==> src/design/plc_pkg.sv <==
// Shared types and constants for the piecewise-linear calibration block.
// No dependencies; every other design file refers to this package by scope.
`default_nettype none

package plc_pkg;

  localparam int unsigned X_W    = 16;            // setpoint and breakpoint width
  localparam int unsigned V_W    = 12;            // DAC code width
  localparam int unsigned SEG_W  = 2;             // segment index width
  localparam int unsigned PROD_W = X_W + V_W;     // offset times level step
  localparam int unsigned Q_W    = V_W;           // quotient never exceeds a level step
  localparam int unsigned NREG   = 8;             // configuration registers
  localparam int unsigned IDX_W  = 3;             // register index width
  localparam int unsigned ADDR_W = IDX_W + 2;     // byte address width
  localparam int unsigned DATA_W = 32;            // configuration data width

  // Register indexes: breakpoints first, then levels
  localparam logic [IDX_W-1:0] REG_X0 = 3'd0;
  localparam logic [IDX_W-1:0] REG_V0 = 3'd4;

  typedef logic [X_W-1:0] point_t;
  typedef logic [V_W-1:0] level_t;

  // Values that ride alongside the division
  typedef struct packed {
    level_t           va;
    logic             neg;
    logic             zero;
    logic [SEG_W-1:0] seg;
    logic             hit;
  } plc_side_t;

  // One link of the divider chain
  typedef struct packed {
    logic              valid;
    logic [PROD_W-1:0] rem;
    logic [PROD_W-1:0] dsh;
    logic [Q_W-1:0]    quo;
    plc_side_t         side;
  } plc_cell_t;

endpackage

`default_nettype wire

==> src/design/piecewise_linear_calibration.sv <==
// Piecewise-linear calibration: setpoint to DAC drive code, one request per cycle.
// Pipeline: a result strobes once its request has passed two front stages,
// twelve divider cells at one quotient bit each, and one output register.
// Throughput: one request every cycle; busy stays low and results cannot be stalled.
// Reset: synchronous active-low rst_n clears all valid flags and the configuration registers to 0.
// Depends on plc_pkg, plc_regs, plc_front and plc_div_cell.
`default_nettype none

module piecewise_linear_calibration #(
  parameter int unsigned NUM_POINTS = 4
) (
  input  wire logic                          clk,
  input  wire logic                          rst_n,
  input  wire logic                          start,
  output logic                               busy,
  input  wire logic [plc_pkg::X_W-1:0]       in_setpoint,
  output logic                               out_strobe,
  output logic      [plc_pkg::V_W-1:0]       out_drive_code,
  output logic      [plc_pkg::SEG_W-1:0]     out_segment,
  output logic                               out_in_table,
  input  wire logic                          psel,
  input  wire logic                          penable,
  input  wire logic                          pwrite,
  input  wire logic [plc_pkg::ADDR_W-1:0]    paddr,
  input  wire logic [plc_pkg::DATA_W-1:0]    pwdata,
  output logic      [plc_pkg::DATA_W-1:0]    prdata,
  output logic                               pready
);

  plc_pkg::point_t           x [4];
  plc_pkg::level_t           v [4];
  plc_pkg::plc_cell_t        link [plc_pkg::Q_W+1];
  plc_pkg::plc_cell_t        last;
  logic [plc_pkg::V_W:0]     sum;

  logic                      strobe_r;
  logic [plc_pkg::V_W-1:0]   code_r;
  logic [plc_pkg::SEG_W-1:0] seg_r;
  logic                      hit_r;

  assign busy = 1'b0;

  plc_regs u_regs (
    .clk     (clk),
    .rst_n   (rst_n),
    .psel    (psel),
    .penable (penable),
    .pwrite  (pwrite),
    .paddr   (paddr),
    .pwdata  (pwdata),
    .prdata  (prdata),
    .pready  (pready),
    .x_o     (x),
    .v_o     (v)
  );

  plc_front #(
    .NUM_POINTS (NUM_POINTS)
  ) u_front (
    .clk        (clk),
    .rst_n      (rst_n),
    .take_i     (start & ~busy),
    .setpoint_i (in_setpoint),
    .x_i        (x),
    .v_i        (v),
    .cell_o     (link[0])
  );

  for (genvar i = 0; i < plc_pkg::Q_W; i++) begin : g_cell
    plc_div_cell u_cell (
      .clk    (clk),
      .rst_n  (rst_n),
      .cell_i (link[i]),
      .cell_o (link[i+1])
    );
  end

  assign last = link[plc_pkg::Q_W];

  // Quotient is truncated magnitude; apply the sign of the level step
  assign sum = last.side.neg ? ({1'b0, last.side.va} - {1'b0, last.quo})
                             : ({1'b0, last.side.va} + {1'b0, last.quo});

  always_ff @(posedge clk) begin
    if (!rst_n) begin
      strobe_r <= 1'b0;
    end else begin
      strobe_r <= last.valid;
    end
  end

  always_ff @(posedge clk) begin
    if (!last.side.hit) begin
      code_r <= '0;
      seg_r  <= '0;
    end else begin
      code_r <= last.side.zero ? last.side.va : sum[plc_pkg::V_W-1:0];
      seg_r  <= last.side.seg;
    end
    hit_r <= last.side.hit;
  end

  assign out_strobe     = strobe_r;
  assign out_drive_code = code_r;
  assign out_segment    = seg_r;
  assign out_in_table   = hit_r;

endmodule

`default_nettype wire

==> src/design/plc_regs.sv <==
// Configuration register bank with an APB-style write and read port.
// Depends on plc_pkg for widths and register indexes.
`default_nettype none

module plc_regs (
  input  wire logic                          clk,
  input  wire logic                          rst_n,
  input  wire logic                          psel,
  input  wire logic                          penable,
  input  wire logic                          pwrite,
  input  wire logic [plc_pkg::ADDR_W-1:0]    paddr,
  input  wire logic [plc_pkg::DATA_W-1:0]    pwdata,
  output logic      [plc_pkg::DATA_W-1:0]    prdata,
  output logic                               pready,
  output plc_pkg::point_t                    x_o [4],
  output plc_pkg::level_t                    v_o [4]
);

  logic [plc_pkg::IDX_W-1:0] idx;
  logic                      wr_en;
  plc_pkg::point_t           x_r [4];
  plc_pkg::level_t           v_r [4];

  assign idx    = paddr[plc_pkg::ADDR_W-1:2];
  assign wr_en  = psel & penable & pwrite;
  assign pready = 1'b1;

  always_ff @(posedge clk) begin
    if (!rst_n) begin
      for (int i = 0; i < 4; i++) begin
        x_r[i] <= '0;
        v_r[i] <= '0;
      end
    end else if (wr_en) begin
      if (idx < plc_pkg::REG_V0) begin
        x_r[idx[1:0]] <= pwdata[plc_pkg::X_W-1:0];
      end else begin
        v_r[idx[1:0]] <= pwdata[plc_pkg::V_W-1:0];
      end
    end
  end

  always_comb begin
    if (idx < plc_pkg::REG_V0) begin
      prdata = {{(plc_pkg::DATA_W-plc_pkg::X_W){1'b0}}, x_r[idx[1:0]]};
    end else begin
      prdata = {{(plc_pkg::DATA_W-plc_pkg::V_W){1'b0}}, v_r[idx[1:0]]};
    end
  end

  assign x_o = x_r;
  assign v_o = v_r;

endmodule

`default_nettype wire

==> src/design/plc_front.sv <==
// Front end: segment search, then the offset-times-step multiply.
// Depends on plc_pkg; feeds the first cell of the divider chain.
`default_nettype none

module plc_front #(
  parameter int unsigned NUM_POINTS = 4
) (
  input  wire logic          clk,
  input  wire logic          rst_n,
  input  wire logic          take_i,
  input  wire plc_pkg::point_t setpoint_i,
  input  wire plc_pkg::point_t x_i [4],
  input  wire plc_pkg::level_t v_i [4],
  output plc_pkg::plc_cell_t cell_o
);

  localparam int NSEG = int'(NUM_POINTS) - 1;

  logic                      hit;
  logic [plc_pkg::SEG_W-1:0] sel;
  plc_pkg::point_t           xa, xb;

  // stage A
  logic                      a_valid_r;
  plc_pkg::point_t           a_d_r, a_dx_r;
  plc_pkg::level_t           a_va_r, a_vb_r;
  logic [plc_pkg::SEG_W-1:0] a_seg_r;
  logic                      a_hit_r;

  // stage B
  logic                      neg;
  plc_pkg::level_t           mag;
  logic                      b_valid_r;
  plc_pkg::plc_cell_t        b_data_r;

  // Lowest enclosing segment wins: walk downwards and overwrite
  always_comb begin
    hit = 1'b0;
    sel = '0;
    for (int k = NSEG - 1; k >= 0; k--) begin
      if (x_i[k] <= setpoint_i && setpoint_i <= x_i[k+1]) begin
        hit = 1'b1;
        sel = plc_pkg::SEG_W'(k);
      end
    end
    xa = x_i[sel];
    xb = x_i[sel + 2'd1];
  end

  always_ff @(posedge clk) begin
    if (!rst_n) begin
      a_valid_r <= 1'b0;
    end else begin
      a_valid_r <= take_i;
    end
  end

  always_ff @(posedge clk) begin
    a_d_r   <= setpoint_i - xa;
    a_dx_r  <= xb - xa;
    a_va_r  <= v_i[sel];
    a_vb_r  <= v_i[sel + 2'd1];
    a_seg_r <= sel;
    a_hit_r <= hit;
  end

  assign neg = a_vb_r < a_va_r;
  assign mag = neg ? (a_va_r - a_vb_r) : (a_vb_r - a_va_r);

  always_ff @(posedge clk) begin
    if (!rst_n) begin
      b_valid_r <= 1'b0;
    end else begin
      b_valid_r <= a_valid_r;
    end
  end

  always_ff @(posedge clk) begin
    b_data_r.valid     <= 1'b0;
    b_data_r.rem       <= plc_pkg::PROD_W'(a_d_r) * plc_pkg::PROD_W'(mag);
    // Divisor aligned to the top quotient bit
    b_data_r.dsh       <= plc_pkg::PROD_W'({a_dx_r, {(plc_pkg::Q_W-1){1'b0}}});
    b_data_r.quo       <= '0;
    b_data_r.side.va   <= a_va_r;
    b_data_r.side.neg  <= neg;
    b_data_r.side.zero <= (a_dx_r == '0);
    b_data_r.side.seg  <= a_seg_r;
    b_data_r.side.hit  <= a_hit_r;
  end

  always_comb begin
    cell_o       = b_data_r;
    cell_o.valid = b_valid_r;
  end

endmodule

`default_nettype wire

==> src/design/plc_div_cell.sv <==
// One restoring-division cell: settles one quotient bit and passes on.
// Depends on plc_pkg for the link type.
`default_nettype none

module plc_div_cell (
  input  wire logic               clk,
  input  wire logic               rst_n,
  input  wire plc_pkg::plc_cell_t cell_i,
  output plc_pkg::plc_cell_t      cell_o
);

  logic               fits;
  logic               valid_r;
  plc_pkg::plc_cell_t data_r;

  assign fits = cell_i.rem >= cell_i.dsh;

  always_ff @(posedge clk) begin
    if (!rst_n) begin
      valid_r <= 1'b0;
    end else begin
      valid_r <= cell_i.valid;
    end
  end

  // Subtract where the shifted divisor fits, then halve it for the next cell
  always_ff @(posedge clk) begin
    data_r.valid <= 1'b0;
    data_r.rem   <= fits ? (cell_i.rem - cell_i.dsh) : cell_i.rem;
    data_r.dsh   <= cell_i.dsh >> 1;
    data_r.quo   <= {cell_i.quo[plc_pkg::Q_W-2:0], fits};
    data_r.side  <= cell_i.side;
  end

  always_comb begin
    cell_o       = data_r;
    cell_o.valid = valid_r;
  end

endmodule

`default_nettype wire
==> config.mk <==
export PLATFORM = sky130hd
export DESIGN_NAME = piecewise_linear_calibration
export DESIGN_NICKNAME = d
export VERILOG_FILES = /design/src/design/plc_pkg.sv /design/src/design/piecewise_linear_calibration.sv /design/src/design/plc_regs.sv /design/src/design/plc_front.sv /design/src/design/plc_div_cell.sv
export SDC_FILE = /design/constraint.sdc
export NUM_CORES = 2
export LEC_CHECK = 0
export BUFFER_PORTS_ARGS = -buffer_cell sky130_fd_sc_hd__buf_2
export CORE_ASPECT_RATIO = 2
export CORE_MARGIN = 2
export CORE_UTILIZATION = 50
export CTS_CLUSTER_DIAMETER = 40
export DETAILED_ROUTE_END_ITERATION = 6
export PLACE_DENSITY = 0.65
export RECOVER_POWER = 100
export SYNTH_ARGS = -nofsm -noshare
export SYNTH_HDL_FRONTEND = slang
export SYNTH_SLANG_ARGS = --single-unit
==> constraint.sdc <==
create_clock -name clk -period 8.2 [get_ports clk]
set_input_delay 0.82 -clock clk [delete_from_list [all_inputs] [get_ports clk]]
set_output_delay 0.82 -clock clk [all_outputs]
set_load 0.02 [all_outputs]
==> impl_metrics.tcl <==
set metrics [dict create \
    status "complete, no violations" \
    core_sq_um 97500 \
    cpPeakStageDelay_ns 0.54 \
    drt-initial-drc-count 1272 \
    critPathArrivalTime_ns 8.57 \
    antenna_left 0 \
    crit_required_ns 8.84 \
    fp.dieArea_sq_um 101000 \
    drc 0 \
    final_max_slew_viol_count 0 \
    hp-class "primary input to register" \
    synth_top_cell_area_share 0.4187 \
    dpl.hpwl_mm 100.9 \
    path_delay_family "adder cells" \
    num_rows 162 \
    synth_top_family_by_area "adder cells" \
    synth_edf_count 0 \
    yosys_register_bits 1028 \
    muxShareOfSynthArea 0.04559 \
    hold_viol 0 \
    path_class "register to register" \
    wl_per_cell_um 19.05 \
    fin_nets 5827 \
    netlist_area_sq_um 49150 \
    grt_usage 0.2528 \
    dpl_cell_area_sq_um 51420 \
    synth_warnings 0 \
    synthXorXnorAreaFrac 0.04554 \
    postLayoutCoreUtil 0.5652 \
    worstSetupEndpointType "register" \
    cts_tree "built" \
    relSlewSlack 0.06925 \
    gp_congestion 0.9791 \
    path_max_fanout 7 \
    clock_latency_ns 0.73 \
    area_delta_synth_final_pct 12.11 \
    fillCellCount 8593 \
    yosysSeqAreaShare 0.4187 \
    clockRootBuffer "clkbuf_16" \
    async_flop_share 0 \
    ys_top_cells_by_area "dfxtp_1, ha_1, fa_1" \
    clock.fmax_ghz 0.1260 \
    io_pins 109 \
    routed_wl_mm 126.0 \
    grt_max_degree 70 \
    grt_pass1_vias 37740 \
    yosysTopAreaCell "dfxtp_1" \
    cts_buffers 97 \
    final_cell_mix "dfxtp_1, inv_1, nand2_1, ha_1, a21oi_1" \
    port_buffers 72 \
    die_w_um 225.7 \
    vias 35870 \
    path_clk_slew_ns 0.07 \
    synth_ff_type "dfxtp_1" \
    cts_sinks 1028 \
    die_height_um 447.4 \
    synthCells 5106 \
    antenna_found_initial 2 \
    rsz0062_at_grt "yes" \
    grt_util_met1 0.1749 \
    finalSetupTns_ns 0 \
    final_common_cell "dfxtp_1" \
    syn_avg_cell_area_sq_um 9.627 \
    synth.distinct_cells 93 \
    via_per_inst 5.421 \
    startpoint_type "register" \
    cts_htree_levels 3 \
    grt_use_met2 0.5337 \
    grt_pass1_wl_mm 194.2 \
    fin_crit_sh 0.9677 \
    clockBufferDepth 3 \
    start_util 0.5042 \
    gr-usage-met3 0.03282 \
    worstMarginPinSlew_ns 1.361 \
    final-setup-viol-count 0 \
    maxCapViolations 0 \
    crit_top_cell "inv_1" \
    crit_buf_inv 9 \
    hold_buffers 0 \
    final_cell_area_sq_um 55110 \
    drive_gt1_frac 0.1043 \
    fin_skew_ns 0.04998 \
    fin_crit_ns 7.935 \
    grt.busiest_layer "met2" \
    yosys.area_share.simple 0.1391 \
    drtPass1Iterations 5 \
    synth_fa_ha_area_frac 0.1620 \
    gr-total-overflow 0 \
    synth_compound_area_frac 0.1286 \
    slowest_stage "fa_1" \
]
==> cell usage after synthesis, types with 82 or more instances <==
library cell and number:
nor2b_1 96, nor3_1 82, xnor2_1 178, o21ai_0 162
a21o_1 87, dfxtp_1 1028, inv_1 572, fa_1 156
ha_1 387, a21boi_0 99, nand2_1 418, clkbuf_1 138
nor2_1 303, mux2i_1 84, a21oi_1 313
==> area by class of cell <==
cell class                 instances  area [sq um]  share of cell area
tap                             1312          1642             0.02979
antenna                            3         7.507           0.0001362
clock inverter                    58         738.2             0.01340
multi-input combinational       3334         26050              0.4727
clock buffer                     119          2600             0.04718
inverter                         574          2155             0.03910
timing repair buffer             190          1338             0.02427
sequential                      1028         20580              0.3735
==> cell families after synthesis <==
logic type      after synthesis
buf+inv                     760
xor+xnor                    254
flops                      1028
compound gates              964
mux                         180
other cells                   2
simple gates               1375
fa+ha+maj                   543
==> sequential cells by signal, summed over array words and instances, names as in the netlist, 16 cells and up <==
signal and flops:
u_regs.v_o 48, u_front.cell_o 61, g_cell.u_cell.cell_o 766, u_front.a_dx_r 16
u_regs.x_o 64, u_front.a_d_r 16
==> per-layer routing <==
| metal | wire length, um | vias up |
|---|---|---|
| met1 | 34550 | 17090 |
| met4 | 13990 | 0 |
| met3 | 3933 | 501 |
| li1 | - | 17480 |
| met5 | 0 | - |
| met2 | 73570 | 805 |
==> final timing paths <==
path	slack, ns	startpoint	to	cells after the start
setup / recovery	0.26	u_front.a_vb_r[0]$_DFF_P_	u_front.cell_o[84]$_DFF_P_	34
hold / removal	0.31	start	u_front.a_valid_r$_SDFF_PN0_	2
setup reg to reg	0.26	u_front.a_vb_r[0]$_DFF_P_	u_front.cell_o[84]$_DFF_P_	34
hold reg to reg	0.32	g_cell[7].u_cell.cell_o[18]$_DFF_P_	g_cell[8].u_cell.cell_o[19]$_DFF_P_	0
==> per-stage QoR <==
| step | setup WS, ns | hold WS (ns) | cells |
|---|---|---|---|
| after global routing | -0.06683 | 0.2839 | 6618 |
| after global placement | -0.1054 | 0.3099 | 6430 |
| final | 0.2650 | 0.3073 | 6618 |
| after detailed placement | -0.1238 | 0.3121 | 6430 |
| after floorplan | 0.3308 | 0.3096 | 5122 |
| after CTS | 0.002715 | 0.2600 | 6607 |
==> repair_timing <==
action                     4_1_cts  5_1_grt
pin swaps                        4       31
setup buffers                    0        7
gates cloned                     0        1
gates resized for setup          4       59
setup endpoints to repair        3        9
Power is not shown: default switching activity piles up to over one toggle a cycle in this logic, so the estimate is an artifact.
